--- src/rtl/s512_pkg.sv ---
// ----------------------------------------------------------------------------
// s512_pkg
// Shared types, constants and SHA-512 helper functions for the compression
// engine.
// ----------------------------------------------------------------------------
package s512_pkg;

    localparam int BLOCK_WORDS = 16;
    localparam int ROUNDS      = 80;
    localparam int HASH_WORDS  = 8;

    typedef logic [63:0] word_t;

    // Working variables a..h; a sits in the top bits.
    typedef struct packed {
        word_t a;
        word_t b;
        word_t c;
        word_t d;
        word_t e;
        word_t f;
        word_t g;
        word_t h;
    } s512_vars_t;

    function automatic word_t rotr64(input word_t x, input int n);
        return (x >> n) | (x << (64 - n));
    endfunction

    function automatic word_t big_sigma0(input word_t x);
        return rotr64(x, 28) ^ rotr64(x, 34) ^ rotr64(x, 39);
    endfunction

    function automatic word_t big_sigma1(input word_t x);
        return rotr64(x, 14) ^ rotr64(x, 18) ^ rotr64(x, 41);
    endfunction

    function automatic word_t small_sigma0(input word_t x);
        return rotr64(x, 1) ^ rotr64(x, 8) ^ (x >> 7);
    endfunction

    function automatic word_t small_sigma1(input word_t x);
        return rotr64(x, 19) ^ rotr64(x, 61) ^ (x >> 6);
    endfunction

    function automatic word_t init_hash(input logic [2:0] idx);
        word_t r;
        unique case (idx)
            3'd0: r = 64'h6a09e667f3bcc908;
            3'd1: r = 64'hbb67ae8584caa73b;
            3'd2: r = 64'h3c6ef372fe94f82b;
            3'd3: r = 64'ha54ff53a5f1d36f1;
            3'd4: r = 64'h510e527fade682d1;
            3'd5: r = 64'h9b05688c2b3e6c1f;
            3'd6: r = 64'h1f83d9abfb41bd6b;
            3'd7: r = 64'h5be0cd19137e2179;
            default: r = '0;
        endcase
        return r;
    endfunction

    function automatic word_t round_const(input logic [6:0] t);
        word_t r;
        unique case (t)
            7'd0:  r = 64'h428a2f98d728ae22;
            7'd1:  r = 64'h7137449123ef65cd;
            7'd2:  r = 64'hb5c0fbcfec4d3b2f;
            7'd3:  r = 64'he9b5dba58189dbbc;
            7'd4:  r = 64'h3956c25bf348b538;
            7'd5:  r = 64'h59f111f1b605d019;
            7'd6:  r = 64'h923f82a4af194f9b;
            7'd7:  r = 64'hab1c5ed5da6d8118;
            7'd8:  r = 64'hd807aa98a3030242;
            7'd9:  r = 64'h12835b0145706fbe;
            7'd10: r = 64'h243185be4ee4b28c;
            7'd11: r = 64'h550c7dc3d5ffb4e2;
            7'd12: r = 64'h72be5d74f27b896f;
            7'd13: r = 64'h80deb1fe3b1696b1;
            7'd14: r = 64'h9bdc06a725c71235;
            7'd15: r = 64'hc19bf174cf692694;
            7'd16: r = 64'he49b69c19ef14ad2;
            7'd17: r = 64'hefbe4786384f25e3;
            7'd18: r = 64'h0fc19dc68b8cd5b5;
            7'd19: r = 64'h240ca1cc77ac9c65;
            7'd20: r = 64'h2de92c6f592b0275;
            7'd21: r = 64'h4a7484aa6ea6e483;
            7'd22: r = 64'h5cb0a9dcbd41fbd4;
            7'd23: r = 64'h76f988da831153b5;
            7'd24: r = 64'h983e5152ee66dfab;
            7'd25: r = 64'ha831c66d2db43210;
            7'd26: r = 64'hb00327c898fb213f;
            7'd27: r = 64'hbf597fc7beef0ee4;
            7'd28: r = 64'hc6e00bf33da88fc2;
            7'd29: r = 64'hd5a79147930aa725;
            7'd30: r = 64'h06ca6351e003826f;
            7'd31: r = 64'h142929670a0e6e70;
            7'd32: r = 64'h27b70a8546d22ffc;
            7'd33: r = 64'h2e1b21385c26c926;
            7'd34: r = 64'h4d2c6dfc5ac42aed;
            7'd35: r = 64'h53380d139d95b3df;
            7'd36: r = 64'h650a73548baf63de;
            7'd37: r = 64'h766a0abb3c77b2a8;
            7'd38: r = 64'h81c2c92e47edaee6;
            7'd39: r = 64'h92722c851482353b;
            7'd40: r = 64'ha2bfe8a14cf10364;
            7'd41: r = 64'ha81a664bbc423001;
            7'd42: r = 64'hc24b8b70d0f89791;
            7'd43: r = 64'hc76c51a30654be30;
            7'd44: r = 64'hd192e819d6ef5218;
            7'd45: r = 64'hd69906245565a910;
            7'd46: r = 64'hf40e35855771202a;
            7'd47: r = 64'h106aa07032bbd1b8;
            7'd48: r = 64'h19a4c116b8d2d0c8;
            7'd49: r = 64'h1e376c085141ab53;
            7'd50: r = 64'h2748774cdf8eeb99;
            7'd51: r = 64'h34b0bcb5e19b48a8;
            7'd52: r = 64'h391c0cb3c5c95a63;
            7'd53: r = 64'h4ed8aa4ae3418acb;
            7'd54: r = 64'h5b9cca4f7763e373;
            7'd55: r = 64'h682e6ff3d6b2b8a3;
            7'd56: r = 64'h748f82ee5defb2fc;
            7'd57: r = 64'h78a5636f43172f60;
            7'd58: r = 64'h84c87814a1f0ab72;
            7'd59: r = 64'h8cc702081a6439ec;
            7'd60: r = 64'h90befffa23631e28;
            7'd61: r = 64'ha4506cebde82bde9;
            7'd62: r = 64'hbef9a3f7b2c67915;
            7'd63: r = 64'hc67178f2e372532b;
            7'd64: r = 64'hca273eceea26619c;
            7'd65: r = 64'hd186b8c721c0c207;
            7'd66: r = 64'heada7dd6cde0eb1e;
            7'd67: r = 64'hf57d4f7fee6ed178;
            7'd68: r = 64'h06f067aa72176fba;
            7'd69: r = 64'h0a637dc5a2c898a6;
            7'd70: r = 64'h113f9804bef90dae;
            7'd71: r = 64'h1b710b35131c471b;
            7'd72: r = 64'h28db77f523047d84;
            7'd73: r = 64'h32caab7b40c72493;
            7'd74: r = 64'h3c9ebe0a15c9bebc;
            7'd75: r = 64'h431d67c49c100d4c;
            7'd76: r = 64'h4cc5d4becb3e42b6;
            7'd77: r = 64'h597f299cfc657e2a;
            7'd78: r = 64'h5fcb6fab3ad6faec;
            7'd79: r = 64'h6c44198c4a475817;
            default: r = '0;
        endcase
        return r;
    endfunction

endpackage

--- src/rtl/s512_round.sv ---
// ----------------------------------------------------------------------------
// s512_round
// One SHA-512 round: update working variables a..h from schedule word and
// round constant.
// ----------------------------------------------------------------------------
module s512_round
    import s512_pkg::*;
(
    input  s512_vars_t vars_in,
    input  word_t      w_in,
    input  word_t      k_in,
    output s512_vars_t vars_out
);

    word_t ch;
    word_t maj;
    word_t t1;
    word_t t2;

    assign ch  = (vars_in.e & vars_in.f) ^ (~vars_in.e & vars_in.g);
    assign maj = (vars_in.a & vars_in.b) ^ (vars_in.a & vars_in.c) ^ (vars_in.b & vars_in.c);
    assign t1  = vars_in.h + big_sigma1(vars_in.e) + ch + k_in + w_in;
    assign t2  = big_sigma0(vars_in.a) + maj;

    always_comb begin
        vars_out.h = vars_in.g;
        vars_out.g = vars_in.f;
        vars_out.f = vars_in.e;
        vars_out.e = vars_in.d + t1;
        vars_out.d = vars_in.c;
        vars_out.c = vars_in.b;
        vars_out.b = vars_in.a;
        vars_out.a = t1 + t2;
    end

endmodule
--- config.mk ---
export PLATFORM = sky130hd
export DESIGN_NAME = s512_round
export DESIGN_NICKNAME = d
export VERILOG_FILES = /design/src/rtl/s512_pkg.sv /design/src/rtl/s512_round.sv
export SDC_FILE = /design/constraint.sdc
export NUM_CORES = 1
export LEC_CHECK = 0
export ABC_AREA = 1
export BUFFER_PORTS_ARGS = -buffer_cell sky130_fd_sc_hd__buf_4
export CORE_AREA = 2 2 446 448
export DETAILED_ROUTE_END_ITERATION = 10
export DIE_AREA = 0 0 448 450
export SETUP_SLACK_MARGIN = 0.02
export SLEW_MARGIN = 15
export SYNTH_ARGS = -nofsm -noshare
export SYNTH_HDL_FRONTEND = slang
export SYNTH_SLANG_ARGS = --single-unit
export TNS_END_PERCENT = 20
--- constraint.sdc ---
create_clock -name vclk -period 11.3
set_clock_uncertainty 0.15 [all_clocks]
set_input_delay 2.26 -clock vclk [all_inputs]
set_output_delay 2.26 -clock vclk [all_outputs]
set_load 0.01 [all_outputs]
==> metrics.yaml <==
cells_and_area:
  n_clock_buffer: 0
  postLayoutCoreUtil: 0.201
  final_nets: 6372
  fillers: 22888
  syn_to_final_growth_pct: 42.1
  drive_gt1_frac: 0.316
  seq_cells: 0
  regArea_um2: 0
yosys:
  yosysSeqAreaShare: 0
  synth_most_common_cell: "inv_1"
  synth_top_area_cell: "fa_1"
  syn_area_per_cell_um2: 6.50
  yosysWarnings: 0
  synthMuxAreaShare: 0.0255
  synth_fa_ha_area_frac: 0.268
  synth_compound_gate_area_share: 0.142
  synth.top_cell.area_share: 0.182
  synth.cell_area_um2: 27800
  synth_top_family_by_area: "adder cells"
  synth_fp_nets: 5355
  synth_xor_area_frac: 0.130
  synthSimpleGateAreaFrac: 0.205
  netlist_instances: 4273
  ys_top_cells_by_area: "fa_1 18%, inv_1 12%, buf_4 10%"
  ys_types: 56
  yosys-top-cells-count: "880 x inv_1, 697 x nand2_1, 404 x nor2_1, 386 x buf_4, 323 x a21oi_1"
detailed_routing:
  finalWirelength_um: 248000
  drc: 0
  drt-initial-drc-count: 2127
  drtPass1Iterations: 6
  wl_per_cell_um: 31.2
  avgViaCountPerCell: 4.02
  vias: 32016
  antenna_left: 0
die:
  num_rows: 163
  start_util: 0.141
  io_pins: 1152
  fp.dieArea_um2: 202000
  chipHeight_um: 450
  die_x_um: 448
  fp.coreArea_um2: 197000
hold_path:
  min_from: "vars_in[78]"
  hold_path_class: "input port to output port"
sta:
  finalSetupViolCount: 0
  finalHoldViolations: 0
  timing.fmax_mhz: 90.5
  period_needed_ns: 11.05
  relSlewSlack: 0.362
  tightest_slew_ns: 0.955
  rsz0062_at_grt: "yes"
  drv_slew: 0
  timing.final.crit_share: 0.978
status:
  status: "finished, final reports clean"
setup_path:
  worstSetupStartpointType: "input port"
  crit_family: "adder cells"
  critPathLaunch: "w_in[1]"
  critPathMaxStageDelay_ns: 0.52
  crit_type: "input port to output port"
  crit_slowest_cell: "fa_1"
  end_kind: "output port"
  path_max_fanout: 4
  worstPathRequired_ns: 8.89
  cp.arrival_ns: 8.64
  crit_buf_inv: 9
global_route:
  antenna_found_initial: 105
  grt_pass1_wl_um: 313000
  grt_overflow: 0
  grt_pass1_vias: 32442
  grt_max_degree: 10
  grt_usage: 0.237
place:
  hpwl_um: 233000
  io_buffers: 1152
  gp_congestion: 1.05
flow_run:
  max_cap_viol_count: 0
## per-layer routing
| layer | GRT usage | vias to the layer above | part of all wire |
|---|---|---|---|
| met5 | 0 | - | 0.000093 |
| met4 | 0.106 | 4 | 0.053 |
| met3 | 0.0418 | 294 | 0.059 |
| met2 | 0.460 | 1290 | 0.54 |
| met1 | 0.242 | 15523 | 0.35 |
| li1 | - | 14905 | - |
## path summary, 6_finish.rpt
path / endpoint / slack [ns] / cells past startpoint
hold / removal: vars_out[14] / 4.56 / 2
setup / recovery: vars_out[487] / 0.25 / 29
## stage by stage
| stage | setup slack, ns | std cells | hold slack, ns | TNS (ns) | instance area (µm²) |
|---|---|---|---|---|---|
| after floorplan | 1.57 | 4273 | 4.46 | 0 | 27800 |
| after global placement | -0.349 | 7926 | 4.56 | -2.78 | 38800 |
| after detailed placement | -0.271 | 7926 | 4.56 | -1.93 | 38800 |
| after CTS | 0.0189 | 7927 | 4.56 | 0 | 38900 |
| after global routing | -0.0710 | 7959 | 4.56 | -0.0710 | 39400 |
| final | 0.253 | 7960 | 4.56 | 0 | 39500 |
## logic make-up after synthesis
logic type / after synthesis
AND/OR/NAND/NOR: 1370
adder cells (fa/ha/maj): 444
AO/OA/AOI/OAI: 677
multiplexers: 63
XOR/XNOR: 409
buffers and inverters: 1310
## final cells by class
type / count / area (µm²) / area share
well taps: 2640 / 3300 / 0.0837
inverters: 896 / 3360 / 0.0852
multi-input cells: 2963 / 21900 / 0.555
repair buffers: 1429 / 10800 / 0.274
diodes: 32 / 80.1 / 0.00203
## timing repair
item | in CTS | in global routing
pin swaps | 0 | 5
hold buffers | 0 | 0
setup buffers | 1 | 1
gates resized for setup | 17 | 108
endpoints found under the setup margin | 25 | 36
## cell usage in the layout (no fill, tap or decap), types with 19 or more instances in the layout
cell type  instances
nand3_1          134
inv_1            877
buf_4           1424
xnor2_1          156
diode_2           32
xor2_1           236
o21ai_0          130
nand2_1          684
inv_2             19
nand2_2           25
fa_1             251
o21ai_1           24
ha_1             169
mux2_2            61
nor3_1            25
nor2_1           382
a21oi_1          313
nor2_2            34
a21o_1            24
nand4_1           32
o21bai_1         100
Power is not shown: default switching activity piles up to over one toggle a cycle in this logic, so the estimate is an artifact.
