## src/rtl/s512_ram.sv

```systemverilog
// ----------------------------------------------------------------------------
// s512_ram
// Generic simple dual-port RAM: one write port, one read port, registered read.
// ----------------------------------------------------------------------------
module s512_ram #(
    parameter int WIDTH = 64,
    parameter int DEPTH = 8
) (
    input  logic                     aclk,
    input  logic                     wr_en,
    input  logic [$clog2(DEPTH)-1:0] wr_addr,
    input  logic [WIDTH-1:0]         wr_data,
    input  logic [$clog2(DEPTH)-1:0] rd_addr,
    output logic [WIDTH-1:0]         rd_data
);

    logic [WIDTH-1:0] mem [DEPTH];

    always_ff @(posedge aclk) begin
        if (wr_en) begin
            mem[wr_addr] <= wr_data;
        end
        rd_data <= mem[rd_addr];
    end

endmodule

```

## config.mk

```make
export PLATFORM = sky130hd
export DESIGN_NAME = s512_ram
export DESIGN_NICKNAME = d
export VERILOG_FILES = /design/src/rtl/s512_ram.sv
export SDC_FILE = /design/constraint.sdc
export NUM_CORES = 1
export LEC_CHECK = 0
export ABC_AREA = 1
export BUFFER_PORTS_ARGS = -buffer_cell sky130_fd_sc_hd__buf_2
export CAP_MARGIN = 20
export CORE_MARGIN = 2
export CORE_UTILIZATION = 55
export DETAILED_ROUTE_END_ITERATION = 10
export PLACE_DENSITY = 0.73
export SYNTH_ARGS = -nofsm -noshare
export SYNTH_HDL_FRONTEND = slang
export SYNTH_SLANG_ARGS = --single-unit
export TNS_END_PERCENT = 10
```

## constraint.sdc

```tcl
create_clock -name aclk -period 5.9 [get_ports aclk]
set_input_delay 1.475 -clock aclk [delete_from_list [all_inputs] [get_ports aclk]]
set_output_delay 1.475 -clock aclk [all_outputs]
set_load 0.01 [all_outputs]
```

==> qor.txt, run 1 <==
status: complete, no violations
wire per inst: 16.5 um
setup slack, reg-to-reg: 4940 ps
via density per instance: 4.99
I/O pin count: 136
CTS tree: done
pwr dens: 326 nW/um^2
full die area: 44700 sq um
post-layout net count: 2484
crit path capture type: flip-flop
routed via count: 15000
most frequent cells in the layout: 838 x nand2_1, 515 x inv_1, 512 x edfxtp_1, 256 x nand3_1, 133 x buf_2
slowest cell delay on critical path: 860 ps
grt total ovfl: 0
Die W: 211 um
fillers: 3175
FF-to-FF path depth: 6
flops & latches, synth: 576
static leakage: 12.3 nW
clk root buf: clkbuf_16
crit-path cells: buf_4, inv_4, buf_4, nand3_1, nand2_1, nand2_1, nand2_1
Tot GR Track Use: 22.6%
RSZ-0062 raised after global routing: false
Worst setup SP type: input pin
Worst Hold Class: flip-flop to flip-flop
Die Y: 211 um
Final Setup Violations: 0
cell count after placement: 2890
worst setup path class: input pin to flip-flop
final hold vios: 0
clk buf depth: 3
period utilization: 56.6%
DP HPWL: 26100 um
maximum vdd drop: 0.323 mV
initial antenna violation count: 10
Port Buffer Count: 135
worst flop-to-flop path startpoint: mem[1][63]
routability cong.: 0.747
achievable frequency: 299 MHz
clock sink count: 576
number of global-route vias before repair: 14600
Area contributors post-synth: edfxtp_1 65%, nand2_1 13%, inv_1 8.2%
syn avg cell area: 10.3 sq um
first-pass GRT wire length: 77100 um
CP startpoint: rd_addr[1]
Synth warnings: 0
core footprint: 42200 sq um
largest net degree at the start of global routing: 169
slowest CP cell: inv_4
Worst-path clk slew: 60 ps
worst slew pin tran: 1080 ps
DRT antenna net count: 0
Initial Util: 56.0%
Hold Path Depth: 6
CP Capture Point: rd_data[38]
hold buffers post-CTS: 0
mapped cell area: 23700 sq um
Starting DRT DRC Count: 1207
Non-Filler Instances: 3004
sequential fraction of the synthesis area: 70.4%
Post-CTS Resized: 0
Arrival @ worst endpoint: 3880 ps
H-tree level count: 2
Crit path top cell by count: nand2_1
# Post-CTS Setup Buffers: 0
Synth cell types: 12
relative slew slack: 28.0%
Setup TNS Final: 0 ps
drt first pass iters: 5
ratio of cells with drive above 1 in the final layout: 10.2%
reg-to-reg endpoint: rd_data[63]
number of max-slew violations in the final report: 0
most common cell after layout, fill and taps aside: nand2_1
CTS buffer count: 57
Yosys top cell by area: edfxtp_1
CP required: 6440 ps
Max Cap Violations: 0
drt total wl: 49700 um
drc violations: 0
share of Yosys cell area claimed by the top area cell type: 65.0%
Clock Latency Late Sink: 600 ps
Setup Skew: 13.7 ps
Rows: 75
post-synthesis to final-layout area growth: 12.3%
CP max FO: 79
syn nets: 2366
Tmin final: 3340 ps
Syn Inst Count: 2294
flip-flops by register name, summed over array words and instances, names as in the netlist:
signal / count
mem: 512
rd_data: 64
per-layer routing:
metal / GRT usage [%] / wire length (um)
met1: 30.6 / 21400
met2: 37.0 / 23900
met3: 3.81 / 3220
met4: 8.16 / 1120
met5: 0 / 59
Yosys cell counts:
library cell and number:
nand3_1 256, inv_1 516, edfxtp_1 512, clkbuf_1 9
inv_2 2, buf_2 54, buf_6 13, nand2_1 838
dfxtp_1 64, buf_4 18, buf_1 4, nor2_1 8
metrics by stage:
stage	cell area, sq um	worst slack, ps	utilization (%)	power, W	hold slack (ps)
2_1_floorplan	23700	1120	-	0.00508	587
3_3_place_gp	24700	2030	58.5	0.00527	596
3_5_place_dp	24700	1960	58.5	0.00530	611
4_1_cts	26500	2600	62.8	0.00872	622
5_1_grt	26600	2460	62.9	0.00895	678
6_report	26600	2560	62.9	0.00866	624
cell families after synthesis:
family                 share of synthesized area (%)
flip-flops                                      70.4
buffers and inverters                           10.8
AND/OR/NAND/NOR                                 18.8
worst min-delay path by stage:
stage,startpoint,endpoint,slack [ps]
finish,mem[0][52],rd_data[52],620
global route,mem[1][16],rd_data[16],680
CTS,mem[4][19],rd_data[19],620
detailed placement,mem[0][52],rd_data[52],610
global placement,mem[0][24],rd_data[24],600
floorplan,mem[4][62],rd_data[62],590
layout make-up:
class | instances | area (sq um) | area share (%)
flip-flops and latches | 576 | 16700 | 62.7
well taps | 539 | 674 | 2.54
clock inverters | 26 | 209 | 0.787
clock buffers | 81 | 1590 | 5.97
repair buffers | 157 | 952 | 3.59
diodes | 5 | 12.5 | 0.0471
multi-input cells | 1102 | 4520 | 17.0
inverters | 518 | 1950 | 7.35
worst max-delay path, delay by kind of cell:
kind | cells | cell delay [ps]
simple gates | 4 | 420
buf+inv | 3 | 1870
where the power goes:
group | switching (W) | internal, W
Combinational | 0.000387 | 0.000167
Sequential | 0.0000494 | 0.00461
Clock | 0.00145 | 0.00200
Note: power is estimated with default switching activity, not from simulation.
==> run 2, diff against run 1 <==
==> constraint.sdc (replaced) <==
create_clock -name aclk -period 3.1 [get_ports aclk]
set_input_delay 0.775 -clock aclk [delete_from_list [all_inputs] [get_ports aclk]]
set_output_delay 0.775 -clock aclk [all_outputs]
set_load 0.01 [all_outputs]
==> run 2 against run 1 <==
Clock power up 90%; non-clock buffer count is 7 higher; setup slack got worse by 1400 ps; first-iteration DRC count down 8.0%; cell count about the same; sequential power is 90% higher; sequential share of layout area shrank 0.47 points.
==> qor.txt, run 2 (same netlist as run 1, synthesis figures left out) <==
Post-CTS Resized: 0 (unchanged)
static leakage: 12.4 nW (+0.58%)
Arrival @ worst endpoint: 1160 ps (-2720 ps)
Final Setup Violations: 0 (unchanged)
Die W: 211 um (unchanged)
clock share of power: 39.7% (about the same)
via density per instance: 5.01 (+0.32%)
worst slew pin tran: 758 ps (-320 ps)
Port Buffer Count: 135 (unchanged)
Biggest register: mem
I/O pin count: 136 (unchanged)
Pint: 0.0130 W (+91%)
Starting DRT DRC Count: 1111 (-8.0%)
most common cell after layout, fill and taps aside: nand2_1
status: complete, no violations
relative slew slack: 49.4% (+21 points)
Multi-input gate area: 4520 sq um (unchanged)
Setup Skew: 6.84 ps (-6.86 ps)
full die area: 44700 sq um (unchanged)
pwr dens: 616 nW/um^2 (+89%)
Tot GR Track Use: 22.6% (+0.026 points)
period utilization: 62.3%
drt total wl: 49200 um (-0.84%)
fillers: 3190 (+0.47%)
CP max FO: 1 (-99%)
Worst Hold Class: input pin to flip-flop
max reg flops: 512 (unchanged)
largest net degree at the start of global routing: 149 (-12%)
Die Y: 211 um (unchanged)
register area: 16700 sq um (unchanged)
Reg power frac: 53.7% (about the same)
Worst setup SP type: flip-flop
routability cong.: 0.744 (-0.47%)
number of global-route vias before repair: 14800 (+1.7%)
crit-path cells: buf_2
slowest CP cell: dfxtp_1
worst flop-to-flop path startpoint: mem[3][16]
grt total ovfl: 0 (unchanged)
Placement Setup Slack: 759 ps (-1200 ps)
CTS buffer count: 56 (-1.8%)
Power Total: 0.0165 W (+90%)
Worst-path clk slew: 60 ps (about the same)
combinational share of power: 6.6% (+0.2 points)
DRT antenna net count: 0 (unchanged)
Rows: 75 (unchanged)
post-layout net count: 2490 (+0.24%)
routed via count: 15000 (+0.25%)
drc violations: 0 (unchanged)
worst hold margin: 443 ps (-180 ps)
switch share: 21.4% (-0.42 points)
clk buf depth: 3 (unchanged)
ratio of cells with drive above 1 in the final layout: 10.2% (about the same)
CP startpoint: rd_data[22]
RSZ-0062 raised after global routing: false
WP buf/inv: 1 (-2)
drt first pass iters: 8 (+3)
final hold vios: 0 (unchanged)
first-pass GRT wire length: 77500 um (+0.42%)
maximum vdd drop: 0.396 mV (+23%)
wire per inst: 16.4 um (-0.77%)
CP top delay family: flip-flops
# Post-CTS Setup Buffers: 0 (unchanged)
setup slack, reg-to-reg: 2130 ps (-2810 ps)
Setup TNS Final: 0 ps (unchanged)
Clock Latency Late Sink: 590 ps (about the same)
Switch Pwr: 0.00353 W (+87%)
hold buffers post-CTS: 0 (unchanged)
achievable frequency: 517 MHz
number of max-slew violations in the final report: 0 (unchanged)
hold_sp: wr_data[1]
final worst slack: 1170 ps (-1390 ps)
crit path capture type: output port
H-tree level count: 2 (unchanged)
clock sink count: 576 (unchanged)
worst setup path class: flip-flop to output port
fin util: 63.4% (+0.48 points)
CTS tree: done
largest registers: mem: 512 flops, rd_data: 64 flops
core footprint: 42200 sq um (unchanged)
CP required: 2320 ps (-4120 ps)
Tmin final: 1930 ps
initial antenna violation count: 7 (-3)
clk root buf: clkbuf_16
slowest cell delay on critical path: 400 ps (-460 ps)
post-synthesis to final-layout area growth: 13.1%
Max Cap Violations: 0 (unchanged)
DP HPWL: 25600 um (-1.6%)
Initial Util: 56.0% (unchanged)
most frequent cells in the layout: 838 x nand2_1, 515 x inv_1, 512 x edfxtp_1, 256 x nand3_1, 133 x buf_2
## run 2: cell count changes in the layout (fill, tap and decap cells not counted), sizes merged
cell	previous run	this run
diode	5	2
clkinv	20	9
buf	156	163
clkbuf	82	90
clkinvlp	1	0
inv	520	518
## run 2: area by class of cell
cell class                 count  area share, %
sequential                   576           62.2
antenna                        2         0.0187
tap                          539           2.52
timing repair buffer         164           4.41
clock buffer                  89           6.15
multi-input combinational   1102           16.9
inverter                     518           7.29
clock inverter                12          0.486
## run 2: path summary, 6_finish.rpt
| check | end | cells past startpoint |
|---|---|---|
| worst min-delay path | mem[7][1] | 1 |
| worst max-delay path | rd_data[22] | 1 |
| worst max register to register | rd_data[16] | 6 |
| worst min register to register | rd_data[63] | 6 |
## run 2: metrics by stage
step	cell area (sq um)	cells
floorplan	23700	2294
global placement	25000	2899
detailed placement	25000	2899
CTS	26800	3000
global route	26800	3000
finish	26800	3002
## run 2: power by group through the flow
stage	registers, W	logic, W	clock network (W)
4_1_cts	0.00886	0.00110	0.00665
3_5_place_dp	0.00902	0.00109	0
5_1_grt	0.00888	0.00123	0.00695
6_report	0.00885	0.00109	0.00655
2_1_floorplan	0.00905	0.000619	0
3_3_place_gp	0.00901	0.00106	0
## run 2: per-layer routing
metal	vias to the layer above	share of wire [%]	GRT usage, %
li1	7360	-	-
met3	112	6.5	3.87
met2	446	49	38.2
met1	7101	42	29.6
met4	12	2.6	7.94
met5	-	0.14	0
==> run 3, diff against run 2 <==
--- a/config.mk
+++ b/config.mk
@@ -5,13 +5,13 @@
 export SDC_FILE = /design/constraint.sdc
 export NUM_CORES = 1
 export LEC_CHECK = 0
-export ABC_AREA = 1
+export ABC_AREA = 0
 export BUFFER_PORTS_ARGS = -buffer_cell sky130_fd_sc_hd__buf_2
 export CAP_MARGIN = 20
 export CORE_MARGIN = 2
-export CORE_UTILIZATION = 55
+export CORE_UTILIZATION = 54
 export DETAILED_ROUTE_END_ITERATION = 10
-export PLACE_DENSITY = 0.73
+export PLACE_DENSITY = 0.75
 export SYNTH_ARGS = -nofsm -noshare
 export SYNTH_HDL_FRONTEND = slang
 export SYNTH_SLANG_ARGS = --single-unit
==> constraint.sdc (replaced) <==
create_clock -name aclk -period 1.7 [get_ports aclk]
set_input_delay 0.425 -clock aclk [delete_from_list [all_inputs] [get_ports aclk]]
set_output_delay 0.425 -clock aclk [all_outputs]
set_load 0.01 [all_outputs]
==> run 3 against run 2 <==
Sequential power is 82% higher; worst hold slack worse by 350 ps; non-clock buffer count is 44 higher; register-to-register slack worse by 1700 ps; setup slack worse by 1000 ps; flip-flop and latch count stayed put; largest power group unchanged; cell count is 47% lower; critical path type unchanged; clock skew is 5.7 ps higher; count of clock-buffer cells in the layout is 10 lower.
==> qor.txt, run 3 <==
I/O pin count: 136 (unchanged)
WP buf/inv: 1 (unchanged)
Tot GR Track Use: 20.4% (-2.2 points)
syn nets: 888 (-62%)
grt total ovfl: 0 (unchanged)
sequential fraction of the synthesis area: 81.1% (+11 points)
most common cell after layout, fill and taps aside: edfxtp_1
period utilization: 91.5%
final worst slack: 144 ps (-1020 ps)
syn avg cell area: 25.2 sq um (+140%)
FFs w/ async S/R, synth: 0% (unchanged)
combinational share of power: 5.7% (-0.9 points)
achievable frequency: 643 MHz
Synth cell types: 13 (+1)
mapped cell area: 20500 sq um (-13%)
Worst-path clk slew: 60 ps (about the same)
fin util: 65.3% (+2.0 points)
Simple-Gate Fraction of Synth Area: 0.286% (-19 points)
H-tree level count: 2 (unchanged)
Setup Skew: 12.5 ps (+5.69 ps)
post-layout net count: 1116 (-55%)
CP required: 1270 ps (-1050 ps)
Non-Filler Instances: 1600 (-47%)
switch share: 19.9% (-1.5 points)
Initial Util: 54.7% (-1.3 points)
drt total wl: 39000 um (-21%)
Clock Latency Late Sink: 590 ps (about the same)
DRT antenna net count: 0 (unchanged)
Yosys top cell by area: edfxtp_1
flops & latches, synth: 576 (unchanged)
largest net degree at the start of global routing: 43 (-71%)
Die Y: 199 um (-5.8%)
slowest CP cell: dfxtp_1
CP max FO: 1 (unchanged)
Synth warnings: 0 (unchanged)
initial antenna violation count: 6 (-1)
Final Setup Violations: 0 (unchanged)
Worst Hold Class: input pin to flip-flop
static leakage: 8.21 nW (-34%)
largest registers: mem: 512 flops, rd_data: 64 flops
Switch Pwr: 0.00587 W (+66%)
Max Cap Violations: 0 (unchanged)
hold buffers post-CTS: 0 (unchanged)
post-synthesis to final-layout area growth: 19.5%
cell count after placement: 1500 (-48%)
Worst setup SP type: flip-flop
Starting DRT DRC Count: 567 (-49%)
CTS buffer count: 53 (-5.4%)
DP HPWL: 23800 um (-7.4%)
worst setup path class: flip-flop to output port
number of global-route vias before repair: 9542 (-36%)
worst slew pin tran: 351 ps (-407 ps)
Synth Area in XOR/XNOR: 0% (unchanged)
number of max-slew violations in the final report: 0 (unchanged)
routability cong.: 0.714 (-4.0%)
Port Buffer Count: 135 (unchanged)
slowest cell delay on critical path: 380 ps (-20 ps)
clock sink count: 576 (unchanged)
Syn Inst Count: 816 (-64%)
maximum vdd drop: 0.924 mV (+130%)
Tmin final: 1560 ps
pwr dens: 1200 nW/um^2 (+96%)
crit path capture type: output port
Arrival @ worst endpoint: 1130 ps (-30 ps)
CP top delay family: flip-flops
drc violations: 0 (unchanged)
via density per instance: 5.62 (+12%)
Biggest register: mem
first-pass GRT wire length: 58000 um (-25%)
clk root buf: clkbuf_16
Placement Setup Slack: -182 ps (-941 ps)
Main synth FF type: edfxtp_1
Die W: 199 um (-5.8%)
most common cell in the netlist: edfxtp_1
core footprint: 37600 sq um (-11%)
adder-cell share of the synthesized area: 0% (unchanged)
drt first pass iters: 5 (-3)
full die area: 39600 sq um (-11%)
largest family of logic cells by synthesized area: multiplexers
clk buf depth: 3 (unchanged)
Reg power frac: 54.6% (+0.9 points)
Power Total: 0.0296 W (+79%)
final hold vios: 0 (unchanged)
max reg flops: 512 (unchanged)
clock share of power: 39.7% (about the same)
Rows: 71 (-5.3%)
most frequent cells in the layout: 512 x edfxtp_1, 132 x buf_2, 128 x mux4_2, 64 x mux2_2, 64 x dfxtp_1
status: complete, no violations
compound-cell area share of the yosys netlist: 0% (unchanged)
Post-synth EDFFs: 512 (unchanged)
Post-CTS Resized: 0 (unchanged)
top cells by count, synth: 512 x edfxtp_1, 128 x mux4_2, 64 x dfxtp_1, 64 x mux2_2, 11 x buf_6
CTS tree: done
Pint: 0.0237 W (+83%)
share of Yosys cell area claimed by the top area cell type: 74.8% (+9.8 points)
crit-path cells: buf_2
routed via count: 8989 (-40%)
Area contributors post-synth: edfxtp_1 75%, mux4_2 14%, dfxtp_1 6.2%
ratio of cells with drive above 1 in the final layout: 44.6% (+34 points)
RSZ-0062 raised after global routing: false
relative slew slack: 76.6% (+27 points)
proportion of synthesized area in mux cells: 17.5% (+18 points)
# Post-CTS Setup Buffers: 0 (unchanged)
wire per inst: 24.4 um (+49%)
[run 3: cell types whose count changed after synthesis, moves of 3 or more]
| cell | before | now |
|---|---|---|
| nand2_1 | 838 | 2 |
| buf_4 | 18 | 3 |
| inv_1 | 516 | 0 |
| nand3_1 | 256 | 0 |
| buf_2 | 54 | 3 |
| buf_1 | 4 | 9 |
| mux4_2 | 0 | 128 |
| nand2b_1 | 0 | 3 |
| mux2_2 | 0 | 64 |
[run 3: path summary, 6_finish.rpt]
kind | cells after the start | slack, ps | endpoint | start
worst max-delay path | 1 | 140 | rd_data[14] | rd_data[14]
worst min-delay path | 1 | 100 | mem[6][7] | wr_data[7]
worst max register to register | 2 | 420 | rd_data[7] | mem[7][7]
worst min register to register | 2 | 680 | rd_data[27] | mem[4][27]
[run 3: cells by family (layout without fill, tap and decap cells)]
| group | after synthesis | after routing |
|---|---|---|
| DFF | 576 | 576 |
| other | 0 | 1 |
| muxes | 192 | 192 |
| and+or+nand+nor | 13 | 13 |
| buffers and inverters | 35 | 307 |
[run 3: stage by stage]
stage / setup TNS, ps / instance area, sq um / hold slack [ps]
after global placement: -6760 / 22800 / 663
after detailed placement: -7660 / 22800 / 670
after CTS: 0 / 24500 / 60.2
after global routing: 0 / 24500 / 85.7
after floorplan: -229240 / 20600 / 524
final: 0 / 24500 / 96.2
[run 3: layout make-up]
class                           count  area (sq um)
Clock buffer                       79          1500
Multi-Input combinational cell    205          3740
Clock inverter                     20           229
Fill cell                        2391         13000
Tap cell                          511           639
Sequential cell                   576         16700
Timing Repair Buffer              208          1780
Antenna cell                        1          2.50
[run 3: layer usage]
metal  track usage, %  vias to the layer above  routed length [um]
met3             4.10                       63                2110
li1                 -                     3911                   -
met5                0                        -                  79
met1             26.5                     4775               15500
met4             6.83                       10                 867
met2             34.9                      230               20400
[run 3: power groups by stage]
| stage | registers [W] | logic (W) | clock network [W] |
|---|---|---|---|
| 3_3_place_gp | 0.0164 | 0.00167 | 0 |
| 2_1_floorplan | 0.0165 | 0.000851 | 0 |
| 5_1_grt | 0.0162 | 0.00182 | 0.0125 |
| 3_5_place_dp | 0.0165 | 0.00172 | 0 |
| 4_1_cts | 0.0162 | 0.00173 | 0.0120 |
| 6_report | 0.0161 | 0.00169 | 0.0117 |
